`config.mk`:
```
export PLATFORM = sky130hd
export DESIGN_NAME = tcbdf_ctrl
export DESIGN_NICKNAME = d
export VERILOG_FILES = /design/src/design/tcbdf_pkg.sv /design/src/design/tcbdf_ctrl.sv
export SDC_FILE = /design/constraint.sdc
export NUM_CORES = 1
export LEC_CHECK = 0
export BUFFER_PORTS_ARGS = -buffer_cell sky130_fd_sc_hd__buf_4
export CORE_AREA = 2 2 39 41
export DETAILED_ROUTE_END_ITERATION = 8
export DIE_AREA = 0 0 41 43
export PLACE_DENSITY = 0.46
export SLEW_MARGIN = 25
export SYNTH_ARGS = -nofsm -noshare
export SYNTH_HDL_FRONTEND = slang
export SYNTH_SLANG_ARGS = --single-unit
```
`constraint.sdc`:
```
create_clock -name clk_i -period 2.11 [get_ports clk_i]
set_clock_uncertainty 0.05 [all_clocks]
set_input_delay 0 -clock clk_i [delete_from_list [all_inputs] [get_ports clk_i]]
set_output_delay 0 -clock clk_i [all_outputs]
set_load 0.05 [all_outputs]
```
`src/design/tcbdf_pkg.sv`:
```
// Shared types and constants for the text cell buffer with diff flush.
// No dependencies; imported by every module of the block.
package tcbdf_pkg;

  localparam int ROWS        = 16;
  localparam int COLUMNS     = 32;
  localparam int VOICES      = 4;
  localparam int COLOR_COUNT = 16;

  localparam int CELLS   = ROWS * COLUMNS;
  localparam int ADDR_W  = (CELLS > 1) ? $clog2(CELLS) : 1;
  localparam int ROW_W   = (ROWS > 1) ? $clog2(ROWS) : 1;
  localparam int COL_W   = (COLUMNS > 1) ? $clog2(COLUMNS) : 1;
  localparam int VOICE_W = (VOICES > 1) ? $clog2(VOICES) : 1;
  localparam int IDX_W   = (ADDR_W > VOICE_W) ? ADDR_W : VOICE_W;

  localparam logic KIND_CELL  = 1'b0;
  localparam logic KIND_SOUND = 1'b1;

  typedef enum logic [1:0] {
    OP_CELL        = 2'd0,
    OP_SOUND       = 2'd1,
    OP_ROW_FLUSH   = 2'd2,
    OP_SOUND_FLUSH = 2'd3
  } op_e;

  typedef enum logic [2:0] {
    ST_CLEAR,
    ST_IDLE,
    ST_ROW,
    ST_TAIL,
    ST_SOUND,
    ST_FLUSH
  } state_e;

  // controller -> datapath
  typedef struct packed {
    logic accept;     // latch the item, perform writes
    logic clr_step;   // zero one cell address of every store
    logic row_issue;  // read one cell of the flushed row
    logic snd_step;   // compare one sound channel
    logic flush_hold; // release the held result as the last one
  } cmd_t;

  // datapath -> controller
  typedef struct packed {
    logic end_cells;
    logic end_cols;
    logic end_voices;
    logic row_ok;
  } sts_t;

  typedef struct packed {
    logic       kind;
    logic [4:0] place;
    logic [3:0] line;
    logic [7:0] code;
    logic [7:0] level;
    logic [3:0] back;
    logic [2:0] mask;
  } res_t;

endpackage

```
`src/design/tcbdf_ctrl.sv`:
```
// Sequencing state machine for the text cell buffer.
// Depends on tcbdf_pkg for state, operation, command and status types.
module tcbdf_ctrl import tcbdf_pkg::*; (
  input  logic       clk_i,
  input  logic       rst_ni,
  input  logic       start_i,
  input  logic [1:0] operation_i,
  input  sts_t       sts_i,
  output cmd_t       cmd_o,
  output logic       busy_o
);

  state_e state_q, state_d;

  always_ff @(posedge clk_i or negedge rst_ni) begin
    if (!rst_ni) begin
      state_q <= ST_CLEAR;
    end else begin
      state_q <= state_d;
    end
  end

  always_comb begin
    state_d = state_q;
    cmd_o   = '0;
    busy_o  = 1'b1;
    case (state_q)
      ST_CLEAR: begin
        cmd_o.clr_step = 1'b1;
        if (sts_i.end_cells) state_d = ST_IDLE;
      end
      ST_IDLE: begin
        busy_o = 1'b0;
        if (start_i) begin
          cmd_o.accept = 1'b1;
          case (op_e'(operation_i))
            OP_ROW_FLUSH: begin
              if (sts_i.row_ok) state_d = ST_ROW;
            end
            OP_SOUND_FLUSH: state_d = ST_SOUND;
            default: state_d = ST_IDLE;
          endcase
        end
      end
      ST_ROW: begin
        cmd_o.row_issue = 1'b1;
        if (sts_i.end_cols) state_d = ST_TAIL;
      end
      ST_TAIL: state_d = ST_FLUSH;  // last read word is compared here
      ST_SOUND: begin
        cmd_o.snd_step = 1'b1;
        if (sts_i.end_voices) state_d = ST_FLUSH;
      end
      ST_FLUSH: begin
        cmd_o.flush_hold = 1'b1;
        state_d = ST_IDLE;
      end
      default: state_d = ST_IDLE;
    endcase
  end

endmodule

```
==> results of run 1 <==
logic make-up after synthesis:
logic type,count (synthesis),synth area share [%]
simple gates,12,29.7
mux,3,15.4
flops,3,33.0
buf+inv,2,4.94
compound gates,5,17.0
worst paths after layout:
check	cells past startpoint	slack, ps	end	start
worst max-delay path	4	570	state_q[0]	state_q[0]
worst min-delay path	3	30	state_q[1]	operation_i[1]
worst max register to register	4	570	state_q[0]	state_q[0]
worst min register to register	1	610	state_q[2]	state_q[2]
max in group asynchronous	2	1870	state_q[0]	rst_ni
min in group asynchronous	2	40	state_q[2]	rst_ni
worst max-delay path, delay by kind of cell (launching register included):
kind           cells  cell delay, ps
multiplexers       3             650
AO/OA/AOI/OAI      1             160
flip-flops         1             540
metal layers:
layer	up-vias	share of wire [%]
met5	-	0
li1	127	-
met4	0	0
met2	14	40
met1	108	50
met3	0	10
final cells by class:
type,count,area (sq um)
tap,16,20.0
fill,159,1000
clock buffer,4,26.3
timing repair buffer,15,115
inverter,1,3.75
multi-input combinational,20,141
sequential,3,75.1
per-stage QoR:
stage | cell area [sq um] | util [%]
3_5_place_dp | 345 | 25.0
2_1_floorplan | 228 | -
6_report | 382 | 27.6
4_1_cts | 382 | 27.6
5_1_grt | 382 | 27.6
3_3_place_gp | 345 | 25.0
placed cells by master, fill, tap and decap left out, drive strengths merged, types with 2 or more instances in the layout:
cell    Yosys  layout
dfrtp       3       3
o21ai       2       2
nor2        3       3
buf         1      14
and3        2       2
clkbuf      0       4
nand2       2       2
mux2i       2       2
power by group through the flow:
stage                     registers (mW)  logic (mW)  clock network [mW]
final                              0.117       0.303              0.0996
after global routing               0.121       0.318               0.115
after CTS                          0.117       0.305               0.107
after detailed placement           0.117       0.303                   0
after global placement             0.116       0.303                   0
after floorplan                   0.0941       0.244                   0
what timing repair did:
action | CTS | global route
buffers inserted | 0 | 0
hold endpoints to repair | 3 | 0
resized for setup | 0 | 0
hold buffers | 1 | 0
==> summary.md, run 1 <==
| Metric | Value |
|---|---|
| Die ar. | `1760 sq um` |
| Sinks on Clock Net | `3` |
| Worst setup margin | `574 ps` |
| Placeable Area | `1380 sq um` |
| Synth area leader | `dfrtp_1` |
| Met2 GRT Util | `10.0%` |
| Sequential fraction of the synthesis area | `33.0%` |
| Max Cap Viol | `0` |
| Main synth FF type | `dfrtp_1` |
| Largest stage delay on the critical path | `540 ps` |
| Synthesized net count | `34` |
| Cell breakdown of the critical path | `mux2i_1, mux2i_1, o22ai_2, mux2_4` |
| Biggest register | `state_q` |
| GRT Max-Usage Layer | `met1` |
| P_leak | `0.197 nW` |
| Syn-to-layout area delta | `67.6%` |
| Logic pwr share | `58.3%` |
| Residual DRC | `0` |
| GRT Total Usage | `8.12%` |
| Worst Path Arrival | `1600 ps` |
| H-Tree Depth | `1` |
| CP Launch Type | `register` |
| Mapped cell area | `228 sq um` |
| Vias | `249` |
| Nets | `53` |
| Grt met3 use | `3.66%` |
| Initial DRC count | `3` |
| Final hold violations | `0` |
| Worst Setup End Kind | `register` |
| Crit Path Max Fanout | `12` |
| PortBufs | `14` |
| Sum Neg Setup Slack | `0 ps` |
| Power Total | `520 uW` |
| Final non-filler cell total | `59` |
| Max Freq | `651 MHz` |
| Row count | `14` |
| Initial core utilization | `16.5%` |
| Routability cong. | `0.645` |
| Die height | `43 um` |
| Most frequent cell on the critical path | `mux2i_1` |
| Status | `complete, no violations` |
| Min-Delay Path Class | `primary input to register` |
| Ys async rst share | `100%` |
| Drt pass-1 iters | `2` |
| Placed Instances | `54` |
| Die Wd | `41 um` |
| # diodes | `0` |
| Met1 global-route usage | `10.6%` |
| Routed vias/inst | `4.22` |
| CTS tree | `built` |
| Clock Power Share | `19.2%` |
| Syn Area/Cell | `9.11 sq um` |
| Vias in the first global route | `238` |
| EDFF count, synth | `0` |
| Final setup viols | `0` |
| Pwr dens | `1360 nW/um^2` |
| Synth warnings | `0` |
| Top post-synthesis cells by count | `dfrtp_1, nor2_1, mux2i_1, nand2_1, o21ai_0` |
| Longest Clk Path Bufs | `2` |
| Reg clk slew, reported paths | `30 ps` |
| Yosys top cell area share | `33.0%` |
| Seq cells post-synth | `3` |
| RSZ-0062 raised after global routing | `no` |
| Slowest cell on the critical path | `dfrtp_1` |
| Ports | `15` |
| Place WS | `567 ps` |
| Syn Inst Count | `25` |
| Top flop regs | `state_q x3` |
| Switching share of total power | `50.4%` |
| Antenna violations before repair | `0` |
| Worst-Skew Late Latency | `230 ps` |
| Worst EP required | `2170 ps` |
| First-pass GRT wire length | `924 um` |
| Switching pwr | `262 uW` |
| Post-synth cell types | `18` |
| Post-layout min period | `1540 ps` |
| Internal power | `258 uW` |
| Root buf cell | `clkbuf_4` |
| Synth top area cells | `dfrtp_1, mux2i_1, mux2_4, o22ai_2, nor2_1` |
| Post-DRT Antenna Nets | `0` |
| Relative slew slack | `76.0%` |
| Fin crit share | `72.8%` |
| Max Slew Vio Count | `0` |
| Peak supply drop | `0.511 mV` |
| CTS buffer count | `3` |
| Post-Route WL | `614 um` |
| GR Overflow Total | `0` |
| Largest net degree at the start of global routing | `13` |
| Slew at the pin closest to its max-slew limit | `360 ps` |
| Fraction of layout cells with a size suffix above 1 | `48.8%` |
| CP Class | `register to register` |
| WL/cell | `10.4 um` |
| Largest register FFs | `3` |
| WHS | `25.6 ps` |
| Flop pwr share | `22.6%` |
Power figures use the tool's default switching activity.
==> inputs of run 2 (changes only) <==
==> constraint.sdc (replaced) <==
create_clock -name clk_i -period 1.44 [get_ports clk_i]
set_clock_uncertainty 0.05 [all_clocks]
set_input_delay 0 -clock clk_i [delete_from_list [all_inputs] [get_ports clk_i]]
set_output_delay 0 -clock clk_i [all_outputs]
set_load 0.05 [all_outputs]
==> run 2 against run 1 <==
  * Cell count grew 10%
  * Wire length is 1.1% lower
  * First-iteration DRC count shrank 100%
  * Critical path type is now register to primary output
  * Global-route usage is 0.13 points higher
  * Combinational power up 91%
  * Critical endpoint is now cmd_o[4]
  * Sequential power is 24% higher
==> summary.md, run 2 (synthesized netlist as in run 1, its figures left out) <==
| Metric | Value |
|---|---|
| Largest net degree at the start of global routing | `10 (was 13)` |
| Drt pass-1 iters | `1 (was 2)` |
| Pwr dens | `1920 nW/um^2 (was 1360 nW/um^2)` |
| Slowest cell on the critical path | `dfrtp_1 (unchanged)` |
| Max Slew Vio Count | `0 (unchanged)` |
| Die ar. | `1760 sq um (unchanged)` |
| P_leak | `0.237 nW (was 0.197 nW)` |
| # diodes | `0 (unchanged)` |
| Final setup viols | `0 (unchanged)` |
| GRT Total Usage | `8.25% (was 8.12%)` |
| Die Wd | `41 um (unchanged)` |
| Final hold violations | `0 (unchanged)` |
| Residual DRC | `0 (unchanged)` |
| Placeable Area | `1380 sq um (unchanged)` |
| Peak supply drop | `0.985 mV (was 0.511 mV)` |
| First-pass GRT wire length | `952 um (was 924 um)` |
| Biggest register | `state_q (unchanged)` |
| Max Cap Viol | `0 (unchanged)` |
| Largest register FFs | `3 (unchanged)` |
| Worst hold endpoint | `state_q[1] (unchanged)` |
| Sum Neg Setup Slack | `0 ps (unchanged)` |
| Buf/Inv on CP | `3 (was 0)` |
| Most frequent cells in the layout | `buf_4, clkbuf_4, dfrtp_1 (was buf_4, nor2_1, clkbuf_4, dfrtp_1)` |
| Routability cong. | `0.652 (was 0.645)` |
| Max Freq | `730 MHz` |
| Ports | `15 (unchanged)` |
| Detailed placement HPWL | `482 um` |
| Routed vias/inst | `4.17 (was 4.22)` |
| Worst EP required | `1390 ps (was 2170 ps)` |
| Hold Startpoint | `operation_i[1] (unchanged)` |
| Cell family with most CP delay | `buffers and inverters (was multiplexers)` |
| RSZ-0062 raised after global routing | `no (unchanged)` |
| Worst r2r src | `state_q[0] (unchanged)` |
| Vias | `271 (was 249)` |
| Root buf cell | `clkbuf_4 (unchanged)` |
| Syn-to-layout area delta | `98.4% (was 67.6%)` |
| Longest Clk Path Bufs | `2 (unchanged)` |
| Initial core utilization | `16.5% (unchanged)` |
| Crit Path Max Fanout | `4 (was 12)` |
| Largest stage delay on the critical path | `400 ps (was 540 ps)` |
| PortBufs | `14 (unchanged)` |
| Worst-Skew Late Latency | `230 ps (about the same)` |
| Cell breakdown of the critical path | `buf_4, nor2_4, buf_4, and3_2, buf_8 (was mux2i_1, mux2i_1, o22ai_2, mux2_4)` |
| Number of fill cells | `146 (was 159)` |
| Reg clk slew, reported paths | `40 ps (was 30 ps)` |
| CTS tree | `built (unchanged)` |
| WL/cell | `9.34 um (was 10.4 um)` |
| R2r setup slk | `90 ps (was 570 ps)` |
| Nets | `59 (was 53)` |
| Worst setup margin | `70.2 ps (was 574 ps)` |
| Cell Area, Placed | `385 sq um (was 345 sq um)` |
| Die height | `43 um (unchanged)` |
| Worst Setup End Kind | `primary output (was register)` |
| Post-layout min period | `1370 ps` |
| Hold depth | `3 (unchanged)` |
| H-Tree Depth | `1 (unchanged)` |
| CP Class | `register to primary output (was register to register)` |
| Antenna violations before repair | `0 (unchanged)` |
| Sinks on Clock Net | `3 (unchanged)` |
| Slew at the pin closest to its max-slew limit | `220 ps (was 360 ps)` |
| Commonest non-fill, non-tap cell in the layout | `buf_4 (unchanged)` |
| Final non-filler cell total | `65 (was 59)` |
| Row count | `14 (unchanged)` |
| Relative slew slack | `85.4% (was 76.0%)` |
| Design area | `452 sq um (was 382 sq um)` |
| Initial DRC count | `0 (was 3)` |
| Worst Path Arrival | `1320 ps (was 1600 ps)` |
| Post-DRT Antenna Nets | `0 (unchanged)` |
| Place WS | `77.8 ps (was 567 ps)` |
| Top flop regs | `state_q x3 (unchanged)` |
| Min-Delay Path Class | `primary input to register (unchanged)` |
| Fin crit share | `95.1%` |
| GR Overflow Total | `0 (unchanged)` |
| Status | `complete, no violations (unchanged)` |
| Vias in the first global route | `243 (was 238)` |
| CP Launch Type | `register (unchanged)` |
| Reg-to-reg endpoint | `state_q[0] (unchanged)` |
| R2R depth | `4 (unchanged)` |
| Post-Route WL | `607 um (was 614 um)` |
| Fraction of layout cells with a size suffix above 1 | `61.2% (was 48.8%)` |
| Placed Instances | `58 (was 54)` |
| Most frequent cell on the critical path | `buf_4 (was mux2i_1)` |
| CTS buffer count | `3 (unchanged)` |
[run 2: changes by cell type in the layout (fill, tap and decap cells not counted), sizes merged]
cell | before | now
buf | 14 | 20
[run 2: worst reg2reg max path: stages (launching register included)]
cell and delay, ps:
dfrtp_1 400, mux2i_1 200, mux2i_1 100, o22ai_2 170, mux2_4 320
[run 2: through the flow]
stage	power (mW)	utilization (%)	hold WS [ps]
finish	0.869	32.6	17.7
floorplan	0.506	-	-346
CTS	0.858	31.8	13.7
global placement	0.685	27.8	-259
global route	0.929	32.6	38.5
detailed placement	0.679	27.8	-259
[run 2: final cells by class]
cell class              instances  area (sq um)  area share [%]
well taps                      16          20.0            4.43
repair buffers                 21           168            37.1
multi-input cells              20           159            35.2
inverters                       1          3.75           0.831
flip-flops and latches          3          75.1            16.6
clock buffers                   4          26.3            5.82
[run 2: repair_timing]
item | CTS | global route
buffers inserted | 2 | 0
hold buffers | 1 | 0
endpoints found under the hold margin | 3 | 0
setup endpoints to repair | 1 | 1
resized for setup | 1 | 3
pin swaps | 0 | 0
[run 2: per-layer routing]
metal	global-route usage [%]	vias up	routed length, um
met3	4.71	0	52
met5	0	-	0
met2	9.06	14	264
met1	12.3	116	290
met4	4.00	0	0
li1	-	141	-
[run 2: report_power, final]
part / internal [mW] / switching (mW) / leakage (nW) / total, mW
logic: 0.246 / 0.332 / 0.185 / 0.578
registers: 0.109 / 0.0359 / 0.0373 / 0.145
clock network: 0.104 / 0.0419 / 0.0150 / 0.146
[run 2: worst max path at each step]
| stage | start | end | slack [ps] | cells after the start |
|---|---|---|---|---|
| 6_report | state_q[1] | cmd_o[4] | 70 | 5 |
| 3_5_place_dp | state_q[0] | state_q[0] | 80 | 4 |
| 4_1_cts | state_q[1] | cmd_o[4] | 3 | 5 |
| 2_1_floorplan | state_q[0] | state_q[1] | -120 | 3 |
| 3_3_place_gp | state_q[0] | state_q[0] | 60 | 4 |
| 5_1_grt | state_q[1] | cmd_o[4] | 9 | 5 |
